**src/rtl/scbt_pkg.sv**
```systemverilog
// Types and constants of the SCSI block command decoder.
`timescale 1ns / 1ps

package scbt_pkg;

  localparam int unsigned CfgIdxW  = 2;
  localparam int unsigned CfgDataW = 32;

  typedef enum logic [CfgIdxW-1:0] {
    CfgCardTarget  = 2'd0,
    CfgCapacity    = 2'd1,
    CfgSectorBytes = 2'd2
  } cfg_idx_e;

  localparam logic [3:0]  CardTargetRst  = 4'd1;
  localparam logic [31:0] CapacityRst    = 32'd0;
  localparam logic [15:0] SectorBytesRst = 16'd512;

  // Opcodes the card serves.
  localparam logic [7:0] OpTestReady = 8'h00;
  localparam logic [7:0] OpRead6     = 8'h08;
  localparam logic [7:0] OpWrite6    = 8'h0a;
  localparam logic [7:0] OpInquiry   = 8'h12;
  localparam logic [7:0] OpStartStop = 8'h1b;
  localparam logic [7:0] OpReadCap   = 8'h25;
  localparam logic [7:0] OpRead10    = 8'h28;
  localparam logic [7:0] OpWrite10   = 8'h2a;
  localparam logic [7:0] OpSyncCache = 8'h35;

  // A 6-byte count of zero stands for this many blocks.
  localparam logic [15:0] ShortZeroCount = 16'h0100;

  typedef enum logic [2:0] {
    StTransfer    = 3'd0,
    StNoData      = 3'd1,
    StInquiry     = 3'd2,
    StCapacity    = 3'd3,
    StNoTarget    = 3'd4,
    StUnsupported = 3'd5,
    StRange       = 3'd6
  } status_e;

  typedef struct packed {
    logic [7:0]  command;
    logic        short_form;
    logic [63:0] descriptor_tail;
    logic [3:0]  target_id;
    logic [2:0]  unit_number;
  } cmd_t;

  typedef struct packed {
    status_e     status;
    logic        is_write;
    logic [31:0] block_number;
    logic [15:0] block_count;
    logic [31:0] last_block_address;
    logic [15:0] block_size;
  } result_t;

  typedef struct packed {
    logic [3:0]  card_target;
    logic [31:0] capacity_blocks;
    logic [15:0] sector_bytes;
  } cfg_t;

endpackage

```
**src/rtl/scbt_cfg_regs.sv**
```systemverilog
// Configuration registers of the SCSI block command decoder.
`timescale 1ns / 1ps

module scbt_cfg_regs (
  input  logic                          clk_i,
  input  logic                          rst_ni,
  input  logic                          cfg_we_i,
  input  logic [scbt_pkg::CfgIdxW-1:0]  cfg_idx_i,
  input  logic [scbt_pkg::CfgDataW-1:0] cfg_wdata_i,
  output scbt_pkg::cfg_t                cfg_o
);
  import scbt_pkg::*;

  cfg_t cfg_q, cfg_d;

  always_comb begin
    cfg_d = cfg_q;
    if (cfg_we_i) begin
      unique case (cfg_idx_e'(cfg_idx_i))
        CfgCardTarget:  cfg_d.card_target     = cfg_wdata_i[3:0];
        CfgCapacity:    cfg_d.capacity_blocks = cfg_wdata_i[31:0];
        CfgSectorBytes: cfg_d.sector_bytes    = cfg_wdata_i[15:0];
        default:        cfg_d = cfg_q;
      endcase
    end
  end

  always_ff @(posedge clk_i or negedge rst_ni) begin
    if (!rst_ni) begin
      cfg_q.card_target     <= CardTargetRst;
      cfg_q.capacity_blocks <= CapacityRst;
      cfg_q.sector_bytes    <= SectorBytesRst;
    end else begin
      cfg_q <= cfg_d;
    end
  end

  assign cfg_o = cfg_q;

endmodule

```
**src/rtl/scbt_decode.sv**
```systemverilog
// Combinational classification of one registered command descriptor.
`timescale 1ns / 1ps

module scbt_decode #(
  parameter int unsigned MAX_TARGETS = 16
) (
  input  scbt_pkg::cmd_t    cmd_i,
  input  scbt_pkg::cfg_t    cfg_i,
  output scbt_pkg::result_t result_o
);
  import scbt_pkg::*;

  logic        target_ok;
  logic [31:0] blk;
  logic [15:0] cnt;
  logic [7:0]  short_cnt;
  logic [32:0] blk_end;
  logic        out_of_range;
  logic        is_write;

  assign target_ok = (cfg_i.card_target != 4'd0) &&
                     ({1'b0, cfg_i.card_target} < 5'(MAX_TARGETS)) &&
                     (cmd_i.target_id == cfg_i.card_target) &&
                     (cmd_i.unit_number == 3'd0);

  assign short_cnt = cmd_i.descriptor_tail[39:32];

  always_comb begin
    if (cmd_i.short_form) begin
      // The top three bits of byte 1 hold the old LUN field and are dropped.
      blk = {11'd0, cmd_i.descriptor_tail[60:40]};
      cnt = (short_cnt == 8'd0) ? ShortZeroCount : {8'd0, short_cnt};
    end else begin
      blk = cmd_i.descriptor_tail[55:24];
      cnt = cmd_i.descriptor_tail[15:0];
    end
  end

  // The end of the transfer is formed one bit wider so it cannot wrap.
  assign blk_end      = {1'b0, blk} + {17'd0, cnt};
  assign out_of_range = (blk >= cfg_i.capacity_blocks) ||
                        (blk_end > {1'b0, cfg_i.capacity_blocks});
  assign is_write     = (cmd_i.command == OpWrite6) || (cmd_i.command == OpWrite10);

  always_comb begin
    result_o = '0;
    if (!target_ok) begin
      result_o.status = StNoTarget;
    end else begin
      unique case (cmd_i.command)
        OpRead6, OpWrite6, OpRead10, OpWrite10: begin
          result_o.status       = out_of_range ? StRange : StTransfer;
          result_o.is_write     = is_write;
          result_o.block_number = blk;
          result_o.block_count  = cnt;
        end
        OpInquiry: result_o.status = StInquiry;
        OpTestReady, OpStartStop, OpSyncCache: result_o.status = StNoData;
        OpReadCap: begin
          result_o.status             = StCapacity;
          result_o.last_block_address = cfg_i.capacity_blocks - 32'd1;
          result_o.block_size         = cfg_i.sector_bytes;
        end
        default: result_o.status = StUnsupported;
      endcase
    end
  end

endmodule

```
**src/rtl/scsi_cdb_to_block_translator_top.sv**
```systemverilog
// Top level of the SCSI block command decoder for a single memory card.
`timescale 1ns / 1ps

// Usage
// A command item is offered on cmd_i with start_i high and is taken at a
// rising clock edge where busy_o is low. Each item holds the opcode, the
// descriptor form, descriptor bytes 1 to 8, the target and the logical unit.
// Exactly one result item follows for every command. It is shown on result_o
// for one cycle with done_o high; the receiver cannot stall it, so it must
// take the result in that cycle.
// The command is captured in an input register; the decode and the 33-bit
// range check then run on it and land in the result register. A new command
// may be taken in every cycle while busy_o is low, so the throughput is one
// item per cycle; the rate is set by the single decode stage between the two
// registers.
// The three configuration registers (card target, capacity in blocks and
// block size) are written through cfg_we_i, cfg_idx_i and cfg_wdata_i and
// take effect at once; they should only change while no command is in
// flight. A write to an index past the last register is dropped.
// Reset clears both stage valid flags, loads the register defaults and holds
// busy_o high until the first clock edge after reset is released.

module scsi_cdb_to_block_translator_top #(
  parameter int unsigned MAX_TARGETS = 16
) (
  input  logic                          clk_i,
  input  logic                          rst_ni,
  input  logic                          start_i,
  output logic                          busy_o,
  input  scbt_pkg::cmd_t                cmd_i,
  output logic                          done_o,
  output scbt_pkg::result_t             result_o,
  input  logic                          cfg_we_i,
  input  logic [scbt_pkg::CfgIdxW-1:0]  cfg_idx_i,
  input  logic [scbt_pkg::CfgDataW-1:0] cfg_wdata_i
);
  import scbt_pkg::*;

  cfg_t    cfg;
  cmd_t    cmd_q;
  logic    cmd_vld_q, cmd_vld_d;
  result_t res_d, res_q;
  logic    done_q;
  logic    busy_q;

  scbt_cfg_regs u_cfg_regs (
    .clk_i      (clk_i),
    .rst_ni     (rst_ni),
    .cfg_we_i   (cfg_we_i),
    .cfg_idx_i  (cfg_idx_i),
    .cfg_wdata_i(cfg_wdata_i),
    .cfg_o      (cfg)
  );

  // The block is only busy in the cycle that follows reset.
  always_ff @(posedge clk_i or negedge rst_ni) begin
    if (!rst_ni) begin
      busy_q <= 1'b1;
    end else begin
      busy_q <= 1'b0;
    end
  end

  assign cmd_vld_d = start_i && !busy_q;

  // Input stage: the valid flag is control, the command itself is payload.
  always_ff @(posedge clk_i or negedge rst_ni) begin
    if (!rst_ni) begin
      cmd_vld_q <= 1'b0;
    end else begin
      cmd_vld_q <= cmd_vld_d;
    end
  end

  always_ff @(posedge clk_i) begin
    if (cmd_vld_d) begin
      cmd_q <= cmd_i;
    end
  end

  scbt_decode #(
    .MAX_TARGETS(MAX_TARGETS)
  ) u_decode (
    .cmd_i   (cmd_q),
    .cfg_i   (cfg),
    .result_o(res_d)
  );

  // Result stage: one result per captured command, shown for a single cycle.
  always_ff @(posedge clk_i or negedge rst_ni) begin
    if (!rst_ni) begin
      done_q <= 1'b0;
    end else begin
      done_q <= cmd_vld_q;
    end
  end

  always_ff @(posedge clk_i) begin
    if (cmd_vld_q) begin
      res_q <= res_d;
    end
  end

  assign busy_o   = busy_q;
  assign done_o   = done_q;
  assign result_o = res_q;

endmodule

```
**config.mk**
```make
export PLATFORM = sky130hd
export DESIGN_NAME = scsi_cdb_to_block_translator_top
export DESIGN_NICKNAME = d
export VERILOG_FILES = /design/src/rtl/scbt_pkg.sv /design/src/rtl/scbt_cfg_regs.sv /design/src/rtl/scbt_decode.sv /design/src/rtl/scsi_cdb_to_block_translator_top.sv
export SDC_FILE = /design/constraint.sdc
export NUM_CORES = 1
export LEC_CHECK = 0
export ABC_AREA = 1
export ABC_CLOCK_PERIOD_IN_PS = 6020
export BUFFER_PORTS_ARGS = -buffer_cell sky130_fd_sc_hd__buf_2
export CORE_AREA = 3 3 183 141
export CTS_BUF_LIST = sky130_fd_sc_hd__clkbuf_8
export DETAILED_ROUTE_END_ITERATION = 10
export DIE_AREA = 0 0 186 144
export PLACE_DENSITY_LB_ADDON = 0.25
export REMOVE_ABC_BUFFERS = 1
export SYNTH_ARGS = -nofsm -noshare
export SYNTH_HDL_FRONTEND = slang
export SYNTH_SLANG_ARGS = --single-unit
```
**constraint.sdc**
```tcl
create_clock -name clk_i -period 6.02 [get_ports clk_i]
set_input_delay 0 -clock clk_i [delete_from_list [all_inputs] [get_ports clk_i]]
set_output_delay 0 -clock clk_i [all_outputs]
set_load 0.05 [all_outputs]
```
==> impl_results.md <==
- Flop pwr share: 46.9%
- Final Hold Viols: 0
- Unrepaired setup endpoints after global routing: false
- Post-synth top area cell: edfxtp_1
- PortBufs: around 210
- Full die area: about 27000 um2
- Outcome: finished clean
- Hold WC Path Type: in -> async
- Max Cap Viol: 0
- Final WS setup: 0.968 ns
- CP Class: reg -> reg
- Yosys reg bits: 224
- CTS tree: done
- Residual DRC: 0
- Comb pwr share: 20.5%
- Clk_lat worst skew: ~0.54 ns
- Arrival @ worst endpoint: about 5.3 ns
- CTS H-tree depth: 2
- Num ports: between 200 and 250
- Grt total ovfl: 0
- Final worst path period share: 83.9%
- Setup_tns: 0 ns
- Drt initial violations: between 700 and 800
- Mapped Area: about 12000 um2
- Peak VDD IR: approximately 0.00019 V
- Nature of the critical path endpoint: register
- Fin crit period: 5.05 ns
- Routed vias: 9850
- Power share of the clock group: between 30% and 40%
- Leakage: between 7 and 8 nW
- Max transition margin: around a third
- Nets: 1793
- Synth cell types: between 50 and 60
- Crit Path Max Fanout: 18
- R2r worst-path depth: 20
- Yosys warnings: 0
- Place WS: 1.05 ns
- Fraction of final layout cells sized beyond drive strength 1: 20.7%
- Psw: 0.00120 W
- Startpoint types: register
- First-pass GRT wire length: 49000 um
- Root buffer cell: clkbuf_8
- Total GRT Usage: 23.3%
- Largest net degree at the start of global routing: 65
- Post-synthesis sequential area ratio: between 50% and 60%
- Switching share of power: between 30% and 40%
- Clk buf depth: 3
- Area delta synth->final: 26.3%
- Die Wd: between 150 and 200 um
- PD cells: between 200 and 300 nW/um2
- Worst Tran Pin Value: approximately 1 ns
- Wire length per cell: between 15 and 20 um
- Core Footprint: approximately 24000 um2
- Max Slew Vio Count: 0
- Vias in the first global route: between 9000 and 10000
- Setup violators final: 0
- Avg Inst Size Synth: between 9 and 10 um2
- Internal: 0.00272 W
- Rows: between 40 and 50
- Die Height: roughly 140 um
- Drt first pass iters: 5
- Placer Congestion: 0.919
- Setup Fix Bufs, Post-CTS: 0
- Initial antenna violation count: 0
- Sink Count: 224
- F_max: approximately 200 MHz
- Total Wirelength: between 30000 and 40000 um
- Clk_skew: ~0.023 ns
- Top post-synthesis cells by area: edfxtp_1, dfrtp_1, ha_1
- CP required: ~6.3 ns
- Power after layout: slightly below 0.004 W
- Starting Density: ~50%
- Area share of the largest cell type after synthesis: between 40 and 50%
- Mapped Cells: 1258
- Post-DRT Antenna Nets: 0
- DR vias/cell: around 5.1
- Post-DP HPWL: 22200 um
- Clock slew at reported path FFs: roughly 0.060 ns
- Num CTS Buffers: 37
layer usage:
layer  global-route usage, %  routed length [um]
met4                    5.72                 520
met5                       0                   0
met1                    32.6               13700
met3                    4.43                2350
met2                    37.9               14600
layout by cell type, fill, tap and decap left out, types with 3 or more instances in the layout:
cell type,count
edfxtp_1,169
a21oi_1,83
nand2_1,186
dlygate4sd3_1,106
dfrtp_1,51
xor2_1,27
nor2_1,160
nor2_4,12
nand3_2,3
clkinvlp_4,3
inv_1,212
o21bai_1,3
ha_1,81
dfstp_2,3
inv_2,10
nand4_1,22
xnor2_1,7
nor2_2,14
nand3_1,28
or2_2,4
clkbuf_8,40
nor3_1,29
buf_2,208
o21ai_1,7
nor4_1,4
nand2_2,10
a31oi_1,3
a21o_1,5
o21ai_0,84
buf_4,8
clkinv_1,5
kinds of logic (layout without fill, tap and decap cells):
| kind of cell | after synthesis | count (layout) | share of synthesized area, % |
|---|---|---|---|
| AO/OA/AOI/OAI | 200 | 200 | 9.10 |
| buffers and inverters | 233 | 596 | 7.47 |
| adder cells (fa/ha/maj) | 82 | 82 | 8.61 |
| XOR/XNOR | 34 | 34 | 2.48 |
| other | 1 | 2 | 0.0312 |
| AND/OR/NAND/NOR | 484 | 484 | 18.5 |
| flip-flops | 224 | 224 | 53.8 |
sequential cells by signal (all words and copies together), names as in the netlist:
signal,cells
result_o,100
u_cfg_regs.cfg_o,52
busy_o,1
done_o,1
cmd_vld_q,1
cmd_q,69
cell usage after synthesis (all sizes together):
master and number:
nand2 198, a21o 5, nand3b 1, inv 206
dfstp 3, o211ai 2, a211oi 1, conb 1
a31oi 3, ha 81, nor2 187, o21a 3
edfxtp 169, fa 1, nor4 6, buf 4
or2 5, o21ai 94, nand4 23, a21oi 84
a41oi 1, dfrtp 52, xnor2 7, xor2 27
o31ai 1, o22ai 1, o21bai 4, nand3 31
a22o 1, clkbuf 23, nor4b 1, and3 1
nor3 31
metrics by stage:
stage	utilization (%)	area (um2)	hold WS (ns)	std cells
floorplan	-	11900	-0.296	1231
global placement	56.0	13400	0.177	1754
detailed placement	56.0	13400	0.178	1754
CTS	63.4	15200	0.140	1927
global route	63.4	15200	0.150	1927
finish	63.4	15200	0.137	1928
power by group through the flow:
| stage | combinational [W] | sequential [W] | clock (W) |
|---|---|---|---|
| floorplan | 0.000445 | 0.00194 | 0 |
| global placement | 0.000724 | 0.00187 | 0 |
| detailed placement | 0.000743 | 0.00187 | 0 |
| CTS | 0.000799 | 0.00184 | 0.00130 |
| global route | 0.000905 | 0.00185 | 0.00138 |
| finish | 0.000804 | 0.00184 | 0.00128 |
worst paths after layout:
kind / start / endpoint / slack (ns)
min in group clk_i: cmd_i[74] / cmd_q[74] / 0.17
worst max register to register: cmd_q[71] / result_o[99] / 0.97
worst max-delay path: cmd_q[71] / result_o[99] / 0.97
worst min-delay path: rst_ni / u_cfg_regs.cfg_o[3] / 0.14
max in group asynchronous: rst_ni / cmd_vld_q / 5.34
worst min register to register: u_cfg_regs.cfg_o[6] / u_cfg_regs.cfg_o[6] / 0.49
final cells by class:
cell class	count	area, um2
clock buffers	40	551
inverters	206	773
well taps	306	383
diodes	1	2.50
flip-flops and latches	224	6460
fillers	1982	8750
multi-input cells	801	4660
repair buffers	323	2180
clock inverters	27	148
worst max-delay path: stages, from the launching register on:
cell and delay (ns):
edfxtp_1 0.79, inv_2 0.26, or2_2 0.33, o21ai_0 0.21, inv_1 0.15, ha_1 0.30, nand2_1 0.06, nor2_1 0.04
a211oi_1 0.39, o21bai_1 0.29, a21oi_1 0.30, o21bai_2 0.15, xor2_1 0.16, ha_1 0.34, nand4_1 0.15, nor4_1 0.33
nand4_1 0.12, nand2_1 0.13, nand2_1 0.11, nand2_1 0.11, nand3_1 0.08
timing repair:
action / 4_1_cts / 5_1_grt
hold buffers: 106 / 0
gates resized for setup: 0 / 0
endpoints found under the hold margin: 184 / 0
No activity file was read; power rests on OpenSTA's default activity.
